**src/sv/aacir_pkg.sv**
```systemverilog
// Shared types and constants of the AABB contact impulse resolver.
// Used by the channel interfaces and every module of the block but aacir_divider and aacir_checker; no dependencies.
`default_nettype none

package aacir_pkg;

    localparam int COMPONENT_WIDTH = 16;
    localparam int FRAC_BITS       = 10;
    localparam int VEC_W           = 48;
    localparam int MASS_W          = 16;
    localparam int FLAGS_W         = 2;
    localparam int PEN_W           = 16;
    localparam int SHIFT_W         = 16;
    localparam int DEN_W           = MASS_W + 1;
    localparam int PCT_W           = 9;
    localparam int SLOP_W          = 10;
    localparam int REST_W          = 9;
    localparam int CFG_IDX_W       = 2;
    localparam int CFG_DATA_W      = 16;
    localparam int QUEUE_DEPTH     = 4;

    localparam logic [PCT_W-1:0]  PCT_RESET  = 9'd51;
    localparam logic [SLOP_W-1:0] SLOP_RESET = 10'd1;
    localparam logic [REST_W-1:0] REST_RESET = 9'd0;

    localparam logic [1:0] AXIS_X = 2'd0;
    localparam logic [1:0] AXIS_Y = 2'd1;
    localparam logic [1:0] AXIS_Z = 2'd2;

    typedef enum logic [CFG_IDX_W-1:0] {
        REG_CORRECTION_PERCENT = 2'd0,
        REG_PENETRATION_SLOP   = 2'd1,
        REG_RESTITUTION        = 2'd2
    } cfg_reg_t;

    typedef struct packed {
        logic [PCT_W-1:0]  pct;
        logic [SLOP_W-1:0] slop;
        logic [REST_W-1:0] rest;
    } cfg_t;

    typedef struct packed {
        logic       found;
        logic [1:0] axis;
        logic       negative;
        logic       approach;
    } front_ctrl_t;

endpackage

`default_nettype wire

```
**src/sv/aacir_queue.sv**
```systemverilog
// Short FIFO between the front and back parts of the resolver.
// Depends on aacir_pkg for the default depth.
`default_nettype none

module aacir_queue #(
    parameter int W     = 8,
    parameter int DEPTH = aacir_pkg::QUEUE_DEPTH
) (
    input  wire logic         clk,
    input  wire logic         rst_n,
    input  wire logic         push,
    input  wire logic [W-1:0] wdata,
    output logic              full,
    input  wire logic         pop,
    output logic              nonempty,
    output logic [W-1:0]      rdata
);

    localparam int AW = (DEPTH > 1) ? $clog2(DEPTH) : 1;

    logic [W-1:0]  mem [DEPTH];
    logic [AW-1:0] wr_reg, rd_reg;
    logic [AW:0]   count_reg;
    logic          do_push, do_pop;

    assign full     = (count_reg == (AW+1)'(DEPTH));
    assign nonempty = (count_reg != '0);
    assign do_push  = push && !full;
    assign do_pop   = pop && nonempty;
    assign rdata    = mem[rd_reg];

    always_ff @(posedge clk or negedge rst_n)
    begin
        if (!rst_n)
        begin
            wr_reg    <= '0;
            rd_reg    <= '0;
            count_reg <= '0;
        end
        else
        begin
            if (do_push)
                wr_reg <= (wr_reg == AW'(DEPTH - 1)) ? '0 : wr_reg + AW'(1);
            if (do_pop)
                rd_reg <= (rd_reg == AW'(DEPTH - 1)) ? '0 : rd_reg + AW'(1);
            if (do_push && !do_pop)
                count_reg <= count_reg + (AW+1)'(1);
            else if (do_pop && !do_push)
                count_reg <= count_reg - (AW+1)'(1);
        end
    end

    always_ff @(posedge clk)
    begin
        if (do_push)
            mem[wr_reg] <= wdata;
    end

endmodule

`default_nettype wire

```
**config.mk**
```make
export PLATFORM = sky130hd
export DESIGN_NAME = aacir_queue
export DESIGN_NICKNAME = d
export VERILOG_FILES = /design/src/sv/aacir_pkg.sv /design/src/sv/aacir_queue.sv
export SDC_FILE = /design/constraint.sdc
export NUM_CORES = 1
export LEC_CHECK = 0
export BUFFER_PORTS_ARGS = -buffer_cell sky130_fd_sc_hd__buf_2
export CAP_MARGIN = 20
export CORE_MARGIN = 3
export CORE_UTILIZATION = 30
export DETAILED_ROUTE_END_ITERATION = 10
export MAX_ROUTING_LAYER = met4
export SYNTH_ARGS = -nofsm -noshare
export SYNTH_HDL_FRONTEND = slang
export SYNTH_SLANG_ARGS = --single-unit
```
**constraint.sdc**
```tcl
create_clock -name clk -period 2.65 [get_ports clk]
set_input_delay 0.1325 -clock clk [delete_from_list [all_inputs] [get_ports clk]]
set_output_delay 0.1325 -clock clk [all_outputs]
set_load 0.02 [all_outputs]
```
* After elaboration in Yosys (flattened, before gate mapping)
Memories as Yosys holds them, arrays and structs flattened.
Index checks and enable logic that the tools add are counted.
W data, S select, Z words.
** Word-level totals
- ROM bits :: 0
- Memory bits (writable) :: 32
- Memories :: 1
- Output and inout port bits :: 10
- Word-level logic and storage cells :: 26
- Bits in registers :: 7
- Input bits :: 12
- Bits in latches :: 0
** Memories
- mem :: depth 4, width 8, rd ports 1, clocked after Yosys merged registers in 0, wr ports 1, RTL line aacir_queue.sv:21 : logic [W-1:0] mem [DEPTH];
** Cells by class
- Multipliers :: 0
- Bitwise operators :: 0
- Divide/modulo/power cells :: 0
- Equal/unequal tests :: 3
- Order comparisons :: 0
- Reductions and logical operators :: 9
- Add/sub/neg operators :: 4
- Shifts and indexed selects :: 0
- Multiplexer cells :: 6
** Operators with widths (number)
- $mux W3 :: 2
- $add A2 B1 Y2 const B :: 2
- $eq A2 B2 Y1 const B :: 2
- $logic_and A1 B1 Y1 :: 4
- $mux W2 :: 2
- $add A3 B1 Y3 const B :: 1
- $eq A3 B3 Y1 const B :: 1
- $logic_not A1 Y1 :: 3
- $reduce_bool A3 Y1 :: 1
- $sub A3 B1 Y3 const B :: 1
- $mux W1 :: 2
- $reduce_bool A2 Y1 :: 1

* Longest topological paths before layout
Gate-level depths: netlist of the first run.
- Depth after elaboration :: 7
- Gate-level depth with buffers :: 8

* Worst setup path before layout of the first run
Ideal clock, no wire load.
- Path kind :: reg-to-reg
- Start :: register count_reg[0]
- End :: register count_reg[2]
- Library setup time :: 0.079 ns
- Path slack :: 0.613 ns
- Stages on the path, launching flop included :: 9
- Arrival time :: 1.958 ns
- Data required time :: 2.571 ns
- Path buffers :: 0
- Cell sequence :: dfrtp_1 or3_4 nand2_4 ha_1 inv_1 fa_1 xor2_1 nor2_1 xor2_1
** On the way
- Elaborated cells between the ends (all ways) :: 14
- Classes of those cells :: add/sub: 2; eq/ne: 1; mux: 2; reduce/logical: 9
** RTL lines
- start, declared :: RTL line aacir_queue.sv:23 : logic [AW:0] count_reg;
- start signal, assigned :: RTL line aacir_queue.sv:47 : count_reg <= count_reg + (AW+1)'(1);
- start signal, assigned :: RTL line aacir_queue.sv:49 : count_reg <= count_reg - (AW+1)'(1);
- $reduce_bool A3 Y1 * :: RTL line aacir_queue.sv:27 : assign nonempty = (count_reg != '0);
- net nonempty :: RTL line aacir_queue.sv:15 : output logic nonempty,
- $logic_and A1 B1 Y1 * :: RTL line aacir_queue.sv:29 : assign do_pop = pop && nonempty;
- $logic_not A1 Y1 :: RTL line aacir_queue.sv:46 : if (do_push && !do_pop)
- $logic_and A1 B1 Y1 :: RTL line aacir_queue.sv:46
- $mux W3 or $reduce_bool A2 Y1 (tied branches)
The timed path passes the listed nets; every way through them passes the cells marked *. The select of a mux whose other input is x is not followed.
A chain may end at the register's enable or synchronous reset.

* Final worst setup path of the first run
- Start :: register count_reg[0]
- End :: register count_reg[2]
** On the way
- Cells in the longest elaborated chain, start to end :: 6
- Elaborated cells between the ends (all ways) :: 14
- Classes of those cells :: add/sub: 2; eq/ne: 1; mux: 2; reduce/logical: 9
** RTL lines
- branches (longest 6 deep; another with $sub A3 B1 Y3)
Parallel ways; which one is timed is not known. The select of a mux whose other input is x is not followed.

==> out/results.tsv, run 1 <==
metric	value	unit
status	completed	
Sequential Area	0.00114	sq mm
clk_lat worst skew	0.29	ns
Core ar.	0.00514	sq mm
final WL	2.58	mm
first-pass GRT wire length	4.26	mm
Synth Cell Area	0.00161	sq mm
kind of critical path	flop to flop	
unrepaired setup endpoints after global routing	false	
full die area	0.00628	sq mm
Final HPWL DP	1.84	mm
vias in the first global route	871	
final layout net count	125	
post-synthesis cell count	79	
Iter 0 DRT Violations	38	
area taken by multi-input logic gates	453	sq um
WL/cell	14.6	um
Starting Density	31.3	%
Layout area overhead	17.3	%
Pwr per Cell Area	1090	mW/mm^2
max reg flops	32	
antenna cells	0	
most common cell in the synthesized netlist	edfxtp_1	
I/O Pins	22	
total number of vias	780	
die span in y	79.2	um
Achievable Freq	473	MHz
Site Rows	26	
gpl congestion	0.727	
Cell variety after synth	19	
CP Data Required Time	2.86	ns
Lkg Pwr	0.698	nW
fin crit period	2.11	ns
proportion of layout cells with a drive suffix above 1	42.1	%
Max clock buf depth	2	
fillers	506	
Via-to-Cell Ratio	4.41	
Final Cycle Share	79.8	%
Clock Skew	0.00449	ns
CTS tree	done	
syn_nets	98	
Worst Path Arrival	2.32	ns
die outline width	79.2	um
CP Capture Type	flop	
Synth Warn #	0	
root buffer cell	clkbuf_8	
Synth Register Bits	39	
worst hold path class	input pin to flop	
GR Overflow Total	0	
Synth top cells by count	32 x edfxtp_1, 8 x mux4_2, 7 x dfrtp_1	
most area-hungry cell type in the Yosys netlist	edfxtp_1	
# DRC	0	
Fin. Hold Viols	0	
Resize count post-CTS	0	
Inserted Clock Buffers	5	
first-pass iteration count of the detailed router	4	
largest net degree at the start of global routing	13	
setup_tns	0	ns
initial antenna violation count	0	
VDD IR-drop max	0.000466	V
CP max FO	4	
# port buffers	21	
Cell Count, Final, Fillers Out	177	
Inst Count DP	168	
H-Tree Depth	2	
number of flops mapped to enable cells by yosys	32	
Setup Buffers After CTS	0	
remaining antenna violation count	0	
Async SR Flop Fraction	17.9	%
total track usage	9.90	%
mean area per synthesized cell	20.4	sq um
Most used DFF post-synth	edfxtp_1	
Worst Max-Slew Pin Slew	0.834	ns
max-slew violation count	0	
crit start category	flop	
Final setup viols	0	
register area share after synthesis	70.6	%
clock-pin slew on the worst setup and hold paths	0.07	ns
Synth top area share	59.7	%
CTS sink cnt	39	
number of max-cap violations	0	
Rel. slew slack	44.2	%
cells taking the most area after synthesis	edfxtp_1 60%, mux4_2 11%, dfrtp_1 11%, ha_1 4.7%, mux2_2 2.1%	
[timing repair]
item,4_1_cts,5_1_grt
hold buffers,1,0
hold endpoints to repair,7,0
setup endpoints to repair,0,0
[per-stage QoR]
stage               util, %  setup WS, ns  power (mW)  hold slack [ns]  cell area (sq um)
floorplan                 -         0.613        1.50           -0.163               1610
global placement       34.9         0.634        1.69          -0.0254               1790
detailed placement     34.9         0.556        1.72          -0.0189               1790
CTS                    36.7         0.533        2.10           0.0473               1890
global route           36.7         0.441        2.20           0.0526               1890
finish                 36.7         0.537        2.05           0.0599               1890
[worst max-delay path, cell delays in order, from the launching register on]
cell     delay, ns
dfrtp_1       0.46
or3_4         0.44
nand2_4       0.10
ha_1          0.17
inv_1         0.06
fa_1          0.38
xor2_1        0.15
nor2_1        0.12
xor2_1        0.15
[path summary, 6_finish.rpt]
check,to,cells past startpoint,slack [ns],from
max in group asynchronous,rd_reg[1],2,2.28,rst_n
min in group asynchronous,wr_reg[0],2,0.21,rst_n
hold reg to reg,count_reg[2],1,0.51,count_reg[2]
setup / recovery,count_reg[2],8,0.54,count_reg[0]
setup reg to reg,count_reg[2],8,0.54,count_reg[0]
hold / removal,mem[2][5],1,0.06,wdata[5]
[layout by cell type, fill, tap and decap left out, types with 3 or more instances in the layout]
cell	count
clkbuf_8	5
dfrtp_1	7
edfxtp_1	32
buf_2	21
mux2_2	3
nor2_1	4
and2_1	3
mux4_2	8
ha_1	6
inv_1	3
[kinds of logic after synthesis]
| kind of cell | share of synthesized area [%] |
|---|---|
| simple gates | 5.44 |
| xor+xnor | 1.63 |
| fa+ha+maj | 5.91 |
| mux | 15.2 |
| flops | 70.6 |
| buf+inv | 1.24 |
[area by class of cell]
cell class / instances / area share, %
Tap cell: 70 / 4.64
Inverter: 3 / 0.596
Multi-Input combinational cell: 35 / 24.0
Timing Repair Buffer: 22 / 6.10
Clock inverter: 2 / 0.663
Sequential cell: 39 / 60.2
Clock buffer: 6 / 3.84
[layer usage]
metal	part of all wire (%)	global-route usage (%)	up-vias
li1	-	-	356
met1	45	11.2	393
met2	47	15.7	23
met3	5.4	3.29	8
met4	2.4	5.15	0
met5	0	-	-
[power breakdown]
group | total, mW | internal, mW | leakage (nW) | switching (mW)
sequential | 0.977 | 0.830 | 0.375 | 0.147
clock | 0.376 | 0.184 | 0.0412 | 0.192
combinational | 0.702 | 0.355 | 0.281 | 0.347
(Power assumes the default switching activity.)
==> run 2, diff against run 1 <==
Clock period 2.65 ns to 1.9 ns, I/O delays scaled along.
==> run 2 against run 1 <==
Via count rose by 2.3%. Global-route usage fell by 0.42 points. Clock power rose by 110%. Worst setup slack got worse by 0.52 ns. Final cell count rose by 4.5%. Routed wire length fell by 0.39%. Non-clock buffer count rose by 8. Design area rose by 6.8%. Flip-flop and latch count did not move. Clock skew fell by 0.0019 ns. Combinational power rose by 58%. Fmax rose by 12%.
==> out/results.tsv, run 2 (synthesis gave the netlist of run 1 again) <==
metric	value	unit
status	completed	
Sequential Area	0.00114	sq mm
first-pass GRT wire length	4.26	mm
kind of critical path	flop to flop	
clk_lat worst skew	0.28	ns
CP Cell Sequence	or3_4 > nand2_4 > ha_4 > inv_2 > fa_2 > xor2_1 > nor2_1 > xor2_1	
Slowest-stage cell, CP	dfrtp_1	
total track usage	9.49	%
# port buffers	21	
# DRC	0	
final layout net count	133	
max-slew violation count	0	
vias in the first global route	866	
CP Data Required Time	2.07	ns
CP max FO	3	
Starting Density	31.3	%
Site Rows	26	
largest net degree at the start of global routing	13	
Worst Max-Slew Pin Slew	0.459	ns
Worst Path Arrival	2.05	ns
most common cell after layout, fill and taps aside	edfxtp_1	
area taken by multi-input logic gates	473	sq um
fillers	499	
final core utilization	39.2	%
gpl congestion	0.652	
Final HPWL DP	1.83	mm
CTS sink cnt	39	
CTS tree	done	
WL/cell	13.9	um
post-route cell area	0.00202	sq mm
critical path launch point	count_reg[2]	
Fin. Hold Viols	0	
antenna cells	0	
unrepaired setup endpoints after global routing	true	
final WL	2.57	mm
Rel. slew slack	69.4	%
Crit path top cell by count	xor2_1	
Via-to-Cell Ratio	4.31	
Pwr per Cell Area	1620	mW/mm^2
Inserted Clock Buffers	5	
proportion of layout cells with a drive suffix above 1	49.6	%
fin crit period	1.88	ns
die outline width	79.2	um
initial antenna violation count	0	
Lkg Pwr	0.765	nW
Layout area overhead	25.3	%
GR Overflow Total	0	
VDD IR-drop max	0.000868	V
Core ar.	0.00514	sq mm
worst hold path class	input pin to flop	
remaining antenna violation count	0	
Iter 0 DRT Violations	30	
CP Capture Type	flop	
Crit path largest cell delay	0.41	ns
crit start category	flop	
full die area	0.00628	sq mm
Max clock buf depth	2	
root buffer cell	clkbuf_8	
total number of vias	798	
Achievable Freq	532	MHz
first-pass iteration count of the detailed router	2	
I/O Pins	22	
clock-pin slew on the worst setup and hold paths	0.07	ns
setup_tns	0	ns
overall power	3.26	mW
number of max-cap violations	0	
max reg flops	32	
Final Cycle Share	99.0	%
Final setup viols	0	
die span in y	79.2	um
min-delay src	wdata[0]	
Placed Area	0.00184	sq mm
commonest non-fill, non-tap cells in the layout	32 x edfxtp_1, 21 x buf_2, 8 x mux4_2, 8 x buf_4, 6 x dfrtp_1	
H-Tree Depth	2	
RR Startpoint	count_reg[2]	
Worst path top cell family by delay	simple AND/OR/NAND/NOR gates	
Clock Skew	0.00259	ns
WP buf/inv	1	
run 2: per-stage QoR:
| step | setup WS [ns] | hold WS, ns | std cells |
|---|---|---|---|
| final | 0.0187 | 0.0246 | 185 |
| after global routing | -0.0519 | 0.00914 | 185 |
| after CTS | -0.00627 | 0.0171 | 181 |
| after detailed placement | -0.000708 | -0.0583 | 172 |
| after global placement | 0.0710 | -0.0602 | 172 |
| after floorplan | -0.0182 | -0.201 | 79 |
run 2: report_power, final:
group          internal [mW]  switching (mW)
logic                  0.585           0.525
registers               1.16           0.195
clock network          0.525           0.272
run 2: timing repair:
action | CTS | global route
setup endpoints to repair | 7 | 2
resized for setup | 1 | 0
endpoints found under the hold margin | 7 | 0
pin swaps | 1 | 0
buffers inserted | 0 | 4
hold buffers | 1 | 0
run 2: final timing paths:
kind,to,slack (ns),cells past startpoint
hold reg to reg,count_reg[2],0.51,1
setup / recovery,count_reg[2],0.02,8
hold / removal,mem[0][0],0.02,1
max in group asynchronous,rd_reg[0],1.56,2
min in group asynchronous,count_reg[2],0.17,2
setup reg to reg,count_reg[2],0.02,8
run 2: worst reg2reg max path, stage by stage, from the launching register on:
cell and delay [ns]:
dfrtp_1 0.41, or3_4 0.42, nand2_4 0.08, ha_4 0.13
inv_2 0.04, fa_2 0.33, xor2_1 0.15, nor2_1 0.07
xor2_1 0.15
run 2: final cells by class:
cell class | count | share of cell area (%)
sequential | 39 | 56.4
multi-input combinational | 35 | 23.4
timing repair buffer | 30 | 8.68
tap | 70 | 4.34
clock buffer | 6 | 3.60
clock inverter | 2 | 2.98
inverter | 3 | 0.558
run 2: metal layers:
metal	up-vias	share of wire, %	global-route usage (%)
met4	0	1.2	4.12
met1	401	41	10.8
met2	21	53	15.4
li1	370	-	-
met3	6	4.9	3.06
met5	-	0	-
==> run 3, diff against run 2 <==
Settings changed: CORE_UTILIZATION 30 to 35.
Clock period 1.9 ns to 1.92 ns, I/O delays scaled along.
==> run 3 against run 2 <==
First-iteration DRC count rose by 33%. Power rose by 0.70%. Routed wire length rose by 5.1%. Critical endpoint is now count_reg[1]. Flip-flop and latch count did not move. Critical path type unchanged. Via count rose by 1.9%. Combinational power rose by 4%. Fmax rose by 0.33%.
==> out/results.tsv, run 3 (synthesis gave the netlist of run 1 again) <==
metric	value	unit
proportion of layout cells with a drive suffix above 1	52.9	%
CP Data Required Time	2.10	ns
RR Startpoint	count_reg[1]	
gpl congestion	0.644	
fin crit period	1.88	ns
fillers	387	
full die area	0.00545	sq mm
Clock Skew	0.00685	ns
Inserted Clock Buffers	5	
WL/cell	15.8	um
root buffer cell	clkbuf_8	
largest net degree at the start of global routing	14	
Slowest-stage cell, CP	fa_2	
Fin. Hold Viols	0	
CTS sink cnt	39	
Sequential Area	0.00114	sq mm
Via-to-Cell Ratio	4.75	
Achievable Freq	533	MHz
die span in y	73.8	um
Final Cycle Share	97.7	%
Final setup viols	0	
I/O Pins	22	
vias in the first global route	930	
initial antenna violation count	0	
overall power	3.28	mW
Final HPWL DP	1.86	mm
Iter 0 DRT Violations	40	
Pwr per Cell Area	1620	mW/mm^2
antenna cells	0	
Worst Max-Slew Pin Slew	0.452	ns
first-pass GRT wire length	4.45	mm
CP max FO	3	
max-slew violation count	0	
setup_tns	0	ns
Crit path largest cell delay	0.41	ns
Core ar.	0.00438	sq mm
WHS	0.0182	ns
Lkg Pwr	0.779	nW
area taken by multi-input logic gates	468	sq um
min-delay src	wdata[6]	
kind of critical path	flop to flop	
status	completed	
unrepaired setup endpoints after global routing	true	
CP Cell Sequence	buf_4 > nor3b_4 > nor2b_2 > ha_4 > inv_2 > fa_2 > mux2_2	
commonest non-fill, non-tap cells in the layout	32 x edfxtp_1, 21 x buf_2, 12 x buf_4, 8 x mux4_2	
worst hold path class	input pin to flop	
max reg flops	32	
number of max-cap violations	0	
Rel. slew slack	69.9	%
remaining antenna violation count	0	
# port buffers	21	
final layout net count	137	
H-Tree Depth	2	
Starting Density	36.7	%
final WL	2.70	mm
clock-pin slew on the worst setup and hold paths	0.08	ns
clk_lat worst skew	0.29	ns
most common cell after layout, fill and taps aside	edfxtp_1	
VDD IR-drop max	0.000760	V
total track usage	11.8	%
crit start category	flop	
CTS tree	done	
critical path launch point	count_reg[1]	
Max clock buf depth	2	
CP Capture Type	flop	
first-pass iteration count of the detailed router	4	
die outline width	73.8	um
# DRC	0	
total number of vias	813	
Layout area overhead	25.8	%
GR Overflow Total	0	
Worst Path Arrival	2.06	ns
Site Rows	24	
run 3: cell types whose count changed in the layout (fill, tap and decap cells not counted), sizes merged:
cell	delta
buf	+4
clkbuf	-1
clkinvlp	+1
run 3: report_power, final:
part	internal, mW	switching (mW)
registers	1.15	0.185
clock network	0.518	0.284
logic	0.612	0.537
total	2.28	1.01
run 3: cell type report:
cell class	instances	share of cell area (%)
clock buffers	5	3.40
flip-flops and latches	39	56.2
clock inverters	3	3.34
well taps	52	3.21
repair buffers	34	10.1
inverters	3	0.556
multi-input cells	35	23.1
run 3: path summary, 6_finish.rpt:
| check | to | slack (ns) | cells past startpoint |
|---|---|---|---|
| hold / removal | mem[0][6] | 0.02 | 1 |
| setup / recovery | count_reg[1] | 0.04 | 7 |
| setup reg to reg | count_reg[1] | 0.04 | 7 |
| hold reg to reg | count_reg[0] | 0.54 | 1 |
| min in group asynchronous | count_reg[1] | 0.16 | 2 |
| max in group asynchronous | rd_reg[0] | 1.59 | 2 |
run 3: per-stage QoR:
stage / setup slack, ns / cells / util (%) / cell area [sq um]
2_1_floorplan: -0.0377 / 79 / - / 1620
3_3_place_gp: 0.0409 / 160 / 42.4 / 1860
3_5_place_dp: -0.0361 / 160 / 42.4 / 1860
4_1_cts: 0.00632 / 170 / 46.0 / 2020
5_1_grt: -0.0449 / 171 / 46.2 / 2020
6_report: 0.0449 / 171 / 46.2 / 2020
run 3: layer usage:
metal	track usage (%)	wire, um
met1	12.9	1150
met2	20.1	1390
met3	4.24	138
met4	3.62	29
met5	-	0
run 3: worst max-delay path, delay by kind of cell, from the launching register on:
kind / cells / cell delay [ns]
adders and majority gates: 2 / 0.58
buffers and inverters: 2 / 0.21
DFF: 1 / 0.39
muxes: 1 / 0.26
and+or+nand+nor: 2 / 0.33
run 3: repair_timing:
item / in CTS / in global routing
setup endpoints to repair: 4 / 2
hold buffers: 1 / 0
pin swaps: 3 / 1
buffers inserted: 1 / 1
resized for setup: 3 / 1
hold endpoints to repair: 7 / 0
