==> config.mk <==
export PLATFORM = sky130hd
export DESIGN_NAME = aacir_front_flat
export DESIGN_NICKNAME = d
export VERILOG_FILES = /design/src/sv/aacir_pkg.sv /design/src/sv/aacir_if.sv /design/src/sv/aacir_front.sv /design/src/flat_wrapper.sv
export SDC_FILE = /design/constraint.sdc
export NUM_CORES = 2
export LEC_CHECK = 0
export ABC_CLOCK_PERIOD_IN_PS = 23600
export BUFFER_PORTS_ARGS = -buffer_cell sky130_fd_sc_hd__buf_2
export CAP_MARGIN = 40
export CORE_ASPECT_RATIO = 1.4
export CORE_MARGIN = 5
export CORE_UTILIZATION = 65
export DETAILED_ROUTE_END_ITERATION = 8
export PLACE_DENSITY = 0.86
export SLEW_MARGIN = 0
export SYNTH_ARGS = -nofsm -noshare
export SYNTH_HDL_FRONTEND = slang
export SYNTH_SLANG_ARGS = --single-unit
==> constraint.sdc <==
create_clock -name clk -period 23.6 [get_ports clk]
set_input_delay 3.54 -clock clk [delete_from_list [all_inputs] [get_ports clk]]
set_output_delay 3.54 -clock clk [all_outputs]
set_load 0.005 [all_outputs]
==> src/sv/aacir_pkg.sv <==
// Shared types and constants of the AABB contact impulse resolver.
// Used by the channel interfaces and every module of the block but aacir_divider and aacir_checker; no dependencies.
`default_nettype none

package aacir_pkg;

    localparam int COMPONENT_WIDTH = 16;
    localparam int FRAC_BITS       = 10;
    localparam int VEC_W           = 48;
    localparam int MASS_W          = 16;
    localparam int FLAGS_W         = 2;
    localparam int PEN_W           = 16;
    localparam int SHIFT_W         = 16;
    localparam int DEN_W           = MASS_W + 1;
    localparam int PCT_W           = 9;
    localparam int SLOP_W          = 10;
    localparam int REST_W          = 9;
    localparam int CFG_IDX_W       = 2;
    localparam int CFG_DATA_W      = 16;
    localparam int QUEUE_DEPTH     = 4;

    localparam logic [PCT_W-1:0]  PCT_RESET  = 9'd51;
    localparam logic [SLOP_W-1:0] SLOP_RESET = 10'd1;
    localparam logic [REST_W-1:0] REST_RESET = 9'd0;

    localparam logic [1:0] AXIS_X = 2'd0;
    localparam logic [1:0] AXIS_Y = 2'd1;
    localparam logic [1:0] AXIS_Z = 2'd2;

    typedef enum logic [CFG_IDX_W-1:0] {
        REG_CORRECTION_PERCENT = 2'd0,
        REG_PENETRATION_SLOP   = 2'd1,
        REG_RESTITUTION        = 2'd2
    } cfg_reg_t;

    typedef struct packed {
        logic [PCT_W-1:0]  pct;
        logic [SLOP_W-1:0] slop;
        logic [REST_W-1:0] rest;
    } cfg_t;

    typedef struct packed {
        logic       found;
        logic [1:0] axis;
        logic       negative;
        logic       approach;
    } front_ctrl_t;

endpackage

`default_nettype wire

==> src/sv/aacir_if.sv <==
// Channel interfaces of the resolver: body pair in, contact result out, register writes.
// Depends on aacir_pkg for field widths.
`default_nettype none

interface aacir_pair_if;
    logic                             valid;
    logic                             ready;
    logic [aacir_pkg::VEC_W-1:0]      center_a;
    logic [aacir_pkg::VEC_W-1:0]      center_b;
    logic [aacir_pkg::VEC_W-1:0]      half_a;
    logic [aacir_pkg::VEC_W-1:0]      half_b;
    logic [aacir_pkg::VEC_W-1:0]      scale_a;
    logic [aacir_pkg::VEC_W-1:0]      scale_b;
    logic [aacir_pkg::VEC_W-1:0]      vel_a;
    logic [aacir_pkg::VEC_W-1:0]      vel_b;
    logic [aacir_pkg::MASS_W-1:0]     mass_a;
    logic [aacir_pkg::MASS_W-1:0]     mass_b;
    logic [aacir_pkg::FLAGS_W-1:0]    flags_a;
    logic [aacir_pkg::FLAGS_W-1:0]    flags_b;

    modport source (output valid, center_a, center_b, half_a, half_b, scale_a, scale_b,
                    vel_a, vel_b, mass_a, mass_b, flags_a, flags_b, input ready);
    modport sink   (input valid, center_a, center_b, half_a, half_b, scale_a, scale_b,
                    vel_a, vel_b, mass_a, mass_b, flags_a, flags_b, output ready);
endinterface


`default_nettype wire

==> src/sv/aacir_front.sv <==
// Front part: scales boxes, finds the per-axis overlaps, picks the normal axis and
// classifies the pair. Two register stages. Depends on aacir_pkg and aacir_pair_if.
`default_nettype none

module aacir_front #(
    parameter int CW = aacir_pkg::COMPONENT_WIDTH,
    localparam int VW = 3 * CW,
    localparam int PW = 2 * CW - 9
) (
    input  wire logic                       clk,
    input  wire logic                       rst_n,
    aacir_pair_if.sink                      pair,
    input  wire logic                       full,
    output logic                            out_valid,
    output aacir_pkg::front_ctrl_t          ctrl,
    output logic [PW-1:0]                   pen,
    output logic [CW:0]                     vmag,
    output logic [VW-1:0]                   va,
    output logic [VW-1:0]                   vb,
    output logic [aacir_pkg::MASS_W-1:0]    fa,
    output logic [aacir_pkg::MASS_W-1:0]    fb,
    output logic [aacir_pkg::DEN_W-1:0]     den
);

    localparam int XW = (VW > aacir_pkg::VEC_W) ? VW : aacir_pkg::VEC_W;
    localparam int P2 = 2 * CW;
    localparam int HW = 2 * CW - aacir_pkg::FRAC_BITS;
    localparam int OW = 2 * CW - 7;
    localparam int C1 = CW + 1;
    localparam int MW = aacir_pkg::MASS_W;
    localparam int NW = aacir_pkg::DEN_W;

    logic en;
    logic [XW-1:0] ca_x, cb_x, ha_x, hb_x, sa_x, sb_x, va_x, vb_x;

    logic [HW-1:0]        ha_next [3];
    logic [HW-1:0]        hb_next [3];
    logic signed [CW:0]   d_next  [3];

    logic [HW-1:0]        ha_reg  [3];
    logic [HW-1:0]        hb_reg  [3];
    logic signed [CW:0]   d_reg   [3];
    logic [VW-1:0]        va1_reg, vb1_reg;
    logic [MW-1:0]        ma_reg, mb_reg;
    logic                 sta_reg, stb_reg, aabb_reg;
    logic                 v1_reg, v2_reg;

    logic [CW:0]          absd [3];
    logic signed [OW-1:0] ov   [3];

    logic [1:0]           axis_sel;
    logic signed [OW-1:0] pmin;
    logic signed [CW:0]   d_sel;
    logic [CW-1:0]        va_ax, vb_ax;
    logic signed [CW:0]   dv;
    logic signed [CW+1:0] dvx, vsg, nv;
    logic                 contact, neg, approach;
    logic [MW-1:0]        mae, mbe, fa_next, fb_next;
    logic [NW-1:0]        den_next;

    aacir_pkg::front_ctrl_t ctrl_reg;
    logic [PW-1:0]          pen_reg;
    logic [CW:0]            vmag_reg;
    logic [VW-1:0]          va2_reg, vb2_reg;
    logic [MW-1:0]          fa_reg, fb_reg;
    logic [NW-1:0]          den_reg;

    // hold both stages while the queue is full
    assign en         = !full;
    assign pair.ready = en;

    assign ca_x = XW'(pair.center_a);
    assign cb_x = XW'(pair.center_b);
    assign ha_x = XW'(pair.half_a);
    assign hb_x = XW'(pair.half_b);
    assign sa_x = XW'(pair.scale_a);
    assign sb_x = XW'(pair.scale_b);
    assign va_x = XW'(pair.vel_a);
    assign vb_x = XW'(pair.vel_b);

    for (genvar ax = 0; ax < 3; ax++)
    begin : g_axis
        logic [P2-1:0] pa, pb;
        assign pa = P2'(ha_x[ax*CW +: CW]) * P2'(sa_x[ax*CW +: CW]);
        assign pb = P2'(hb_x[ax*CW +: CW]) * P2'(sb_x[ax*CW +: CW]);
        assign ha_next[ax] = pa[P2-1:aacir_pkg::FRAC_BITS];
        assign hb_next[ax] = pb[P2-1:aacir_pkg::FRAC_BITS];
        assign d_next[ax]  = $signed({cb_x[ax*CW+CW-1], cb_x[ax*CW +: CW]})
                           - $signed({ca_x[ax*CW+CW-1], ca_x[ax*CW +: CW]});

        assign absd[ax] = d_reg[ax][CW] ? C1'(-d_reg[ax]) : C1'(d_reg[ax]);
        assign ov[ax]   = $signed(OW'(ha_reg[ax]) + OW'(hb_reg[ax]) - OW'(absd[ax]));
    end

    always_ff @(posedge clk or negedge rst_n)
    begin
        if (!rst_n)
        begin
            v1_reg <= 1'b0;
            v2_reg <= 1'b0;
        end
        else if (en)
        begin
            v1_reg <= pair.valid;
            v2_reg <= v1_reg;
        end
    end

    always_ff @(posedge clk)
    begin
        if (en)
        begin
            for (int ax = 0; ax < 3; ax++)
            begin
                ha_reg[ax] <= ha_next[ax];
                hb_reg[ax] <= hb_next[ax];
                d_reg[ax]  <= d_next[ax];
            end
            va1_reg  <= va_x[VW-1:0];
            vb1_reg  <= vb_x[VW-1:0];
            ma_reg   <= pair.mass_a;
            mb_reg   <= pair.mass_b;
            sta_reg  <= pair.flags_a[0];
            stb_reg  <= pair.flags_b[0];
            aabb_reg <= pair.flags_a[1] | pair.flags_b[1];
        end
    end

    always_comb
    begin
        // ties keep the earlier axis
        axis_sel = aacir_pkg::AXIS_X;
        pmin     = ov[0];
        if (ov[1] < pmin)
        begin
            pmin     = ov[1];
            axis_sel = aacir_pkg::AXIS_Y;
        end
        if (ov[2] < pmin)
        begin
            pmin     = ov[2];
            axis_sel = aacir_pkg::AXIS_Z;
        end

        unique case (axis_sel)
            aacir_pkg::AXIS_Y:
            begin
                d_sel = d_reg[1];
                va_ax = va1_reg[CW +: CW];
                vb_ax = vb1_reg[CW +: CW];
            end
            aacir_pkg::AXIS_Z:
            begin
                d_sel = d_reg[2];
                va_ax = va1_reg[2*CW +: CW];
                vb_ax = vb1_reg[2*CW +: CW];
            end
            default:
            begin
                d_sel = d_reg[0];
                va_ax = va1_reg[0 +: CW];
                vb_ax = vb1_reg[0 +: CW];
            end
        endcase

        contact = aabb_reg && !(sta_reg && stb_reg)
               && !ov[0][OW-1] && (ov[0] != '0)
               && !ov[1][OW-1] && (ov[1] != '0)
               && !ov[2][OW-1] && (ov[2] != '0);
        neg = d_sel[CW];

        dv       = $signed({vb_ax[CW-1], vb_ax}) - $signed({va_ax[CW-1], va_ax});
        dvx      = {dv[CW], dv};
        vsg      = neg ? -dvx : dvx;
        approach = vsg[CW+1] || (vsg == '0);
        nv       = -vsg;

        mae = (ma_reg == '0) ? MW'(1) : ma_reg;
        mbe = (mb_reg == '0) ? MW'(1) : mb_reg;
        priority if (sta_reg)
        begin
            fa_next  = '0;
            fb_next  = MW'(1);
            den_next = NW'(1);
        end
        else if (stb_reg)
        begin
            fa_next  = MW'(1);
            fb_next  = '0;
            den_next = NW'(1);
        end
        else
        begin
            fa_next  = mbe;
            fb_next  = mae;
            den_next = NW'(mae) + NW'(mbe);
        end
    end

    always_ff @(posedge clk)
    begin
        if (en)
        begin
            ctrl_reg.found    <= contact;
            ctrl_reg.axis     <= axis_sel;
            ctrl_reg.negative <= neg;
            ctrl_reg.approach <= approach;
            pen_reg           <= pmin[PW-1:0];
            vmag_reg          <= nv[CW:0];
            va2_reg           <= va1_reg;
            vb2_reg           <= vb1_reg;
            fa_reg            <= fa_next;
            fb_reg            <= fb_next;
            den_reg           <= den_next;
        end
    end

    assign out_valid = v2_reg;
    assign ctrl      = ctrl_reg;
    assign pen       = pen_reg;
    assign vmag      = vmag_reg;
    assign va        = va2_reg;
    assign vb        = vb2_reg;
    assign fa        = fa_reg;
    assign fb        = fb_reg;
    assign den       = den_reg;

endmodule

`default_nettype wire

==> src/flat_wrapper.sv <==
// flat-port wrapper written by rule: the top's interface ports become plain ports
module aacir_front_flat 
#(
    parameter int CW = aacir_pkg::COMPONENT_WIDTH,
    localparam int VW = 3 * CW,
    localparam int PW = 2 * CW - 9
)
  (clk, rst_n, full, out_valid, ctrl, pen, vmag, va, vb, fa, fb, den, pair_valid, pair_center_a, pair_center_b, pair_half_a, pair_half_b, pair_scale_a, pair_scale_b, pair_vel_a, pair_vel_b, pair_mass_a, pair_mass_b, pair_flags_a, pair_flags_b, pair_ready);
  aacir_pair_if pair_i ();
  input  wire logic clk;
  input  wire logic rst_n;
  input  wire logic full;
  output logic out_valid;
  output aacir_pkg::front_ctrl_t ctrl;
  output logic [PW-1:0] pen;
  output logic [CW:0] vmag;
  output logic [VW-1:0] va;
  output logic [VW-1:0] vb;
  output logic [aacir_pkg::MASS_W-1:0] fa;
  output logic [aacir_pkg::MASS_W-1:0] fb;
  output logic [aacir_pkg::DEN_W-1:0] den;
  input wire logic [$bits(pair_i.valid)-1:0] pair_valid;
  input wire logic [$bits(pair_i.center_a)-1:0] pair_center_a;
  input wire logic [$bits(pair_i.center_b)-1:0] pair_center_b;
  input wire logic [$bits(pair_i.half_a)-1:0] pair_half_a;
  input wire logic [$bits(pair_i.half_b)-1:0] pair_half_b;
  input wire logic [$bits(pair_i.scale_a)-1:0] pair_scale_a;
  input wire logic [$bits(pair_i.scale_b)-1:0] pair_scale_b;
  input wire logic [$bits(pair_i.vel_a)-1:0] pair_vel_a;
  input wire logic [$bits(pair_i.vel_b)-1:0] pair_vel_b;
  input wire logic [$bits(pair_i.mass_a)-1:0] pair_mass_a;
  input wire logic [$bits(pair_i.mass_b)-1:0] pair_mass_b;
  input wire logic [$bits(pair_i.flags_a)-1:0] pair_flags_a;
  input wire logic [$bits(pair_i.flags_b)-1:0] pair_flags_b;
  output wire logic [$bits(pair_i.ready)-1:0] pair_ready;
  assign pair_i.valid = pair_valid;
  assign pair_i.center_a = pair_center_a;
  assign pair_i.center_b = pair_center_b;
  assign pair_i.half_a = pair_half_a;
  assign pair_i.half_b = pair_half_b;
  assign pair_i.scale_a = pair_scale_a;
  assign pair_i.scale_b = pair_scale_b;
  assign pair_i.vel_a = pair_vel_a;
  assign pair_i.vel_b = pair_vel_b;
  assign pair_i.mass_a = pair_mass_a;
  assign pair_i.mass_b = pair_mass_b;
  assign pair_i.flags_a = pair_flags_a;
  assign pair_i.flags_b = pair_flags_b;
  assign pair_ready = pair_i.ready;
  aacir_front #(.CW(CW)) u_core (.clk(clk), .rst_n(rst_n), .pair(pair_i), .full(full), .out_valid(out_valid), .ctrl(ctrl), .pen(pen), .vmag(vmag), .va(va), .vb(vb), .fa(fa), .fb(fb), .den(den));
endmodule
# ---- Yosys cells after proc, flatten, opt, wreduce, memory -nomap -nowiden
# Memory sizes are Yosys's and may differ from the RTL's.
# Cells that the tools add are included.
dict set report word_totals {
  reg_bits 323
  ram_bits 183
  input_bits 424
  elab_cells 89
  n_memories 3
}
dict set report classes {
  add_sub_neg 16
  mul 6
  magnitude_cmp 2
  n_eq_ne 2
  n_mux 16
  n_bitwise 1
  n_reduce_logical 21
}
# name depth word_bits read_ports rd_ports_with_merged_regs write_ports line_no
set mem_list {}
lappend mem_list {u_core.ha_reg 3 22 3 0 3 aacir_front.sv:40} ;# logic [HW-1:0] ha_reg [3];
lappend mem_list {u_core.hb_reg 3 22 3 0 3 aacir_front.sv:41} ;# logic [HW-1:0] hb_reg [3];
lappend mem_list {u_core.d_reg 3 17 3 0 3 aacir_front.sv:42} ;# logic signed [CW:0] d_reg [3];
# cell count
set ops {}
lappend ops {{$mul 16x16->32} 6}
lappend ops {{$reduce_bool 25->1} 3}
lappend ops {{$add 22x22->23} 3}
lappend ops {{$neg 17->17} 4}
lappend ops {{$sub 16x16->17} 4}
lappend ops {{$pmux 16 s2} 2}
lappend ops {{$mux 17} 3}
lappend ops {{$lt 25x25->1} 2}
lappend ops {{$sub 25x17->25} 2}
lappend ops {{$pmux 17 s2} 1}
lappend ops {{$logic_not 16->1} 2}
lappend ops {{$mux 16} 2}
lappend ops {{$mux 25} 1}
lappend ops {{$sub 23x17->24} 1}
lappend ops {{$mux 23} 1}
lappend ops {{$logic_not 18->1} 1}
lappend ops {{$mux 18} 1}
lappend ops {{$neg 17->18} 1}
lappend ops {{$add 16x16->17} 1}
lappend ops {{$logic_and 1x1->1} 8}
lappend ops {{$logic_not 1->1} 5}
lappend ops {{$mux 1} 4}
lappend ops {{$eq 2x1->1 const B} 1}
lappend ops {{$eq 2x2->1 const B} 1}
lappend ops {{4 further kinds} 4}

# ---- Logic depth before layout (Yosys ltp)
# An unclocked memory read counts as a cell.
dict set report depth {
  word_depth 15
  ltp_mapped 65
  mapped_depth_nobuf 62
}

# ---- Least setup slack after synthesis
# OpenSTA, ideal clock, no wires.
dict set report synth_path {
  kind {input to output}
  from {input port full}
  to {output port pair_ready}
  arrival_time_ns 13.262
  required_ns 20.060
  setup_slack_ns 6.798
  cell_stages 1
  path_cell_list {inv_1}
}
dict set report synth_between {
  elab_chain_len 1
}
# element line_no
set synth_rtl {}
lappend synth_rtl {{from (decl)} flat_wrapper.sv:12} ;# input wire logic full;
lappend synth_rtl {{$logic_not 1->1} aacir_front.sv:69} ;# assign en = !full;
lappend synth_rtl {{to (decl)} flat_wrapper.sv:35} ;# output wire logic [$bits(pair_i.ready)-1:0] pair_ready;
# Every way passes these cells.

==> results.sh <==
export IMPL_grt_overflow=0
export IMPL_cts_resized_gates=0
export IMPL_drt_pass1_iterations=6
export IMPL_seq_area_um2=15200
export IMPL_grt_usage=0.325
export IMPL_rsz0062_at_grt="no"
export IMPL_critPathSlowestCell="a221oi_1"
export IMPL_clock_sinks=506
export IMPL_synth_area_um2=75600
export IMPL_syn_inst=7821
export IMPL_synth_ff_type="edfxtp_1"
export IMPL_slew_headroom=0.371
export IMPL_core_um2=116000
export IMPL_hpwlAfterDp_mm=163
export IMPL_avgRoutedWirePerCell_um=20.3
export IMPL_fp_row_count=148
export IMPL_antenna_found_initial=14
export IMPL_place_gp_congestion=0.955
export IMPL_n_fill_cell=8246
export IMPL_cp_required_ps=24020
export IMPL_die_h_um=414
export IMPL_clock_fmax_mhz=66.2
export IMPL_path_class="reg -> reg"
export IMPL_syn_avg_cell_area_um2=9.67
export IMPL_initial_core_util=0.653
export IMPL_final_antenna_net_count=0
export IMPL_post_cts_buffers=0
export IMPL_cts_hold_buf=0
export IMPL_via_count=57100
export IMPL_drc=0
export IMPL_arrival_ps=15530
export IMPL_layout_drive_gt1_share=0.0913
export IMPL_grt_max_degree=85
export IMPL_max_stage_delay_ps=700
export IMPL_status="completed"
export IMPL_hold_class="reg -> reg"
export IMPL_dieWidth_um=298
export IMPL_setup_violations=0
export IMPL_tightest_slew_ps=937
export IMPL_io_buffers=615
export IMPL_finClkSkew_ps=63.2
export IMPL_yosysTopAreaCell="fa_1"
export IMPL_drt_iter0_markers=3674
export IMPL_io_pin_count=616
export IMPL_multi_input_area_um2=53600
export IMPL_htreeDepth=2
export IMPL_layout_nets=10700
export IMPL_grt_pass1_wl_mm=318
export IMPL_synth_edf_count=504
export IMPL_viasPerCell=5.82
export IMPL_layout_common_cells="inv_1, fa_1, nand2_1"
export IMPL_finalHoldViolCount=0
export IMPL_crit_top_cell="o21ai_0"
export IMPL_synth_area_top_cells="fa_1, edfxtp_1, ha_1, inv_1, nand2_1"
export IMPL_crit_path_end_kind="flop"
export IMPL_clkTransAtPathRegs_ps=70
export IMPL_slew_viol_final=0
export IMPL_yosysWarningCount=0
export IMPL_syn_to_final_growth_pct=7.91
export IMPL_ys_seq_area_frac=0.201
export IMPL_async_flop_share=0.00395
export IMPL_routed_wl_mm=199
export IMPL_worstPathMaxFanout=49
export IMPL_drv_cap=0
export IMPL_layout_commonest_cell="inv_1"
export IMPL_clockRootBuffer="clkbuf_16"
export IMPL_cts_tree="done"
export IMPL_synth_top_cell_area_share=0.313
export IMPL_ys_types=87
export IMPL_synthesis_nets=10300
export IMPL_period_needed_ps=15110
export IMPL_ys_ff_latch=506
export IMPL_clk_latency_ps=660
export IMPL_finalCritPeriodShare=0.640
export IMPL_clockBufferDepth=3
export IMPL_grt_pass1_vias=62000
export IMPL_cts_buffers=51
export IMPL_tns_ps=0
export IMPL_worst_setup_path_start_kind="flop"
export IMPL_die_area_um2=123000
==> cell type report <==
cell class | count | area share
Antenna cell | 10 | 0.000307
Clock buffer | 56 | 0.0159
Clock inverter | 40 | 0.00595
Inverter | 1565 | 0.0721
Multi-Input combinational cell | 5493 | 0.657
Sequential cell | 506 | 0.186
Tap cell | 1500 | 0.0230
Timing Repair Buffer | 632 | 0.0400
==> worst max-delay path, delay by kind of cell (launching register included) <==
family / cells / cell delay, ps
compound gates: 35 / 8620
fa+ha+maj: 7 / 2430
simple gates: 11 / 1880
buf+inv: 2 / 630
xor+xnor: 3 / 480
mux: 2 / 410
flops: 1 / 370
==> per-stage QoR <==
step	instance area [um2]	utilization	cells	hold slack [ps]	setup WS (ps)
detailed placement	79800	0.689	9695	436	8630
global placement	79700	0.688	9691	430	8820
finish	81600	0.704	9802	456	8490
global route	81600	0.704	9797	460	7530
CTS	81600	0.704	9791	453	8610
floorplan	75600	-	7821	420	6800
==> routing by layer <==
layer / global-route usage / wire [um]
met2: 0.598 / 103000
met5: 0 / 80
met3: 0.0535 / 14600
met4: 0.184 / 13800
met1: 0.357 / 67800
==> synthesized netlist by cell type, types with 20 or more instances <==
cell type	count
nor2b_1	58
nor2_1	283
mux2i_1	54
nand2b_1	40
a21boi_0	20
ha_1	842
o21a_1	38
a211oi_1	22
and2_1	618
or3_1	32
o31ai_1	20
nand2_1	1093
and3_1	28
inv_1	1564
edfxtp_1	504
nor3_1	87
xnor2_1	189
a21oi_1	191
nand3_1	49
o21bai_1	26
xor2_1	120
clkbuf_1	248
a21o_1	108
fa_1	1184
o21ai_0	155
==> final timing paths <==
| path | end | slack (ps) | startpoint | cells past startpoint |
|---|---|---|---|---|
| worst min-delay path | u_core.vb[15]$_DFFE_PN_ | 460 | u_core.vb1_reg[15]$_DFFE_PN_ | 0 |
| worst max register to register | u_core.vmag[16]$_DFFE_PN_ | 8490 | u_core.hb_reg[0][8]$_DFFE_PN_ | 60 |
| min in group asynchronous | u_core.out_valid$_DFFE_PN0N_ | 2680 | rst_n | 1 |
| max in group asynchronous | u_core.v1_reg$_DFFE_PN0N_ | 20830 | rst_n | 1 |
| worst min register to register | u_core.vb[15]$_DFFE_PN_ | 460 | u_core.vb1_reg[15]$_DFFE_PN_ | 0 |
| worst max-delay path | u_core.vmag[16]$_DFFE_PN_ | 8490 | u_core.hb_reg[0][8]$_DFFE_PN_ | 60 |
==> kinds of logic (layout without fill, tap and decap cells) <==
family,after synthesis,count (layout),synth area share
and+or+nand+nor,2379,2379,0.150
DFF,506,506,0.201
AOI/OAI and AO/OA,716,716,0.0618
other,0,10,0
adders and majority gates,2027,2027,0.453
buffers and inverters,1822,2293,0.0905
muxes,62,62,0.00839
xor gates and xnor gates,309,309,0.0358
Power is not shown: default switching activity piles up to over one toggle a cycle in this logic, so the estimate is an artifact.
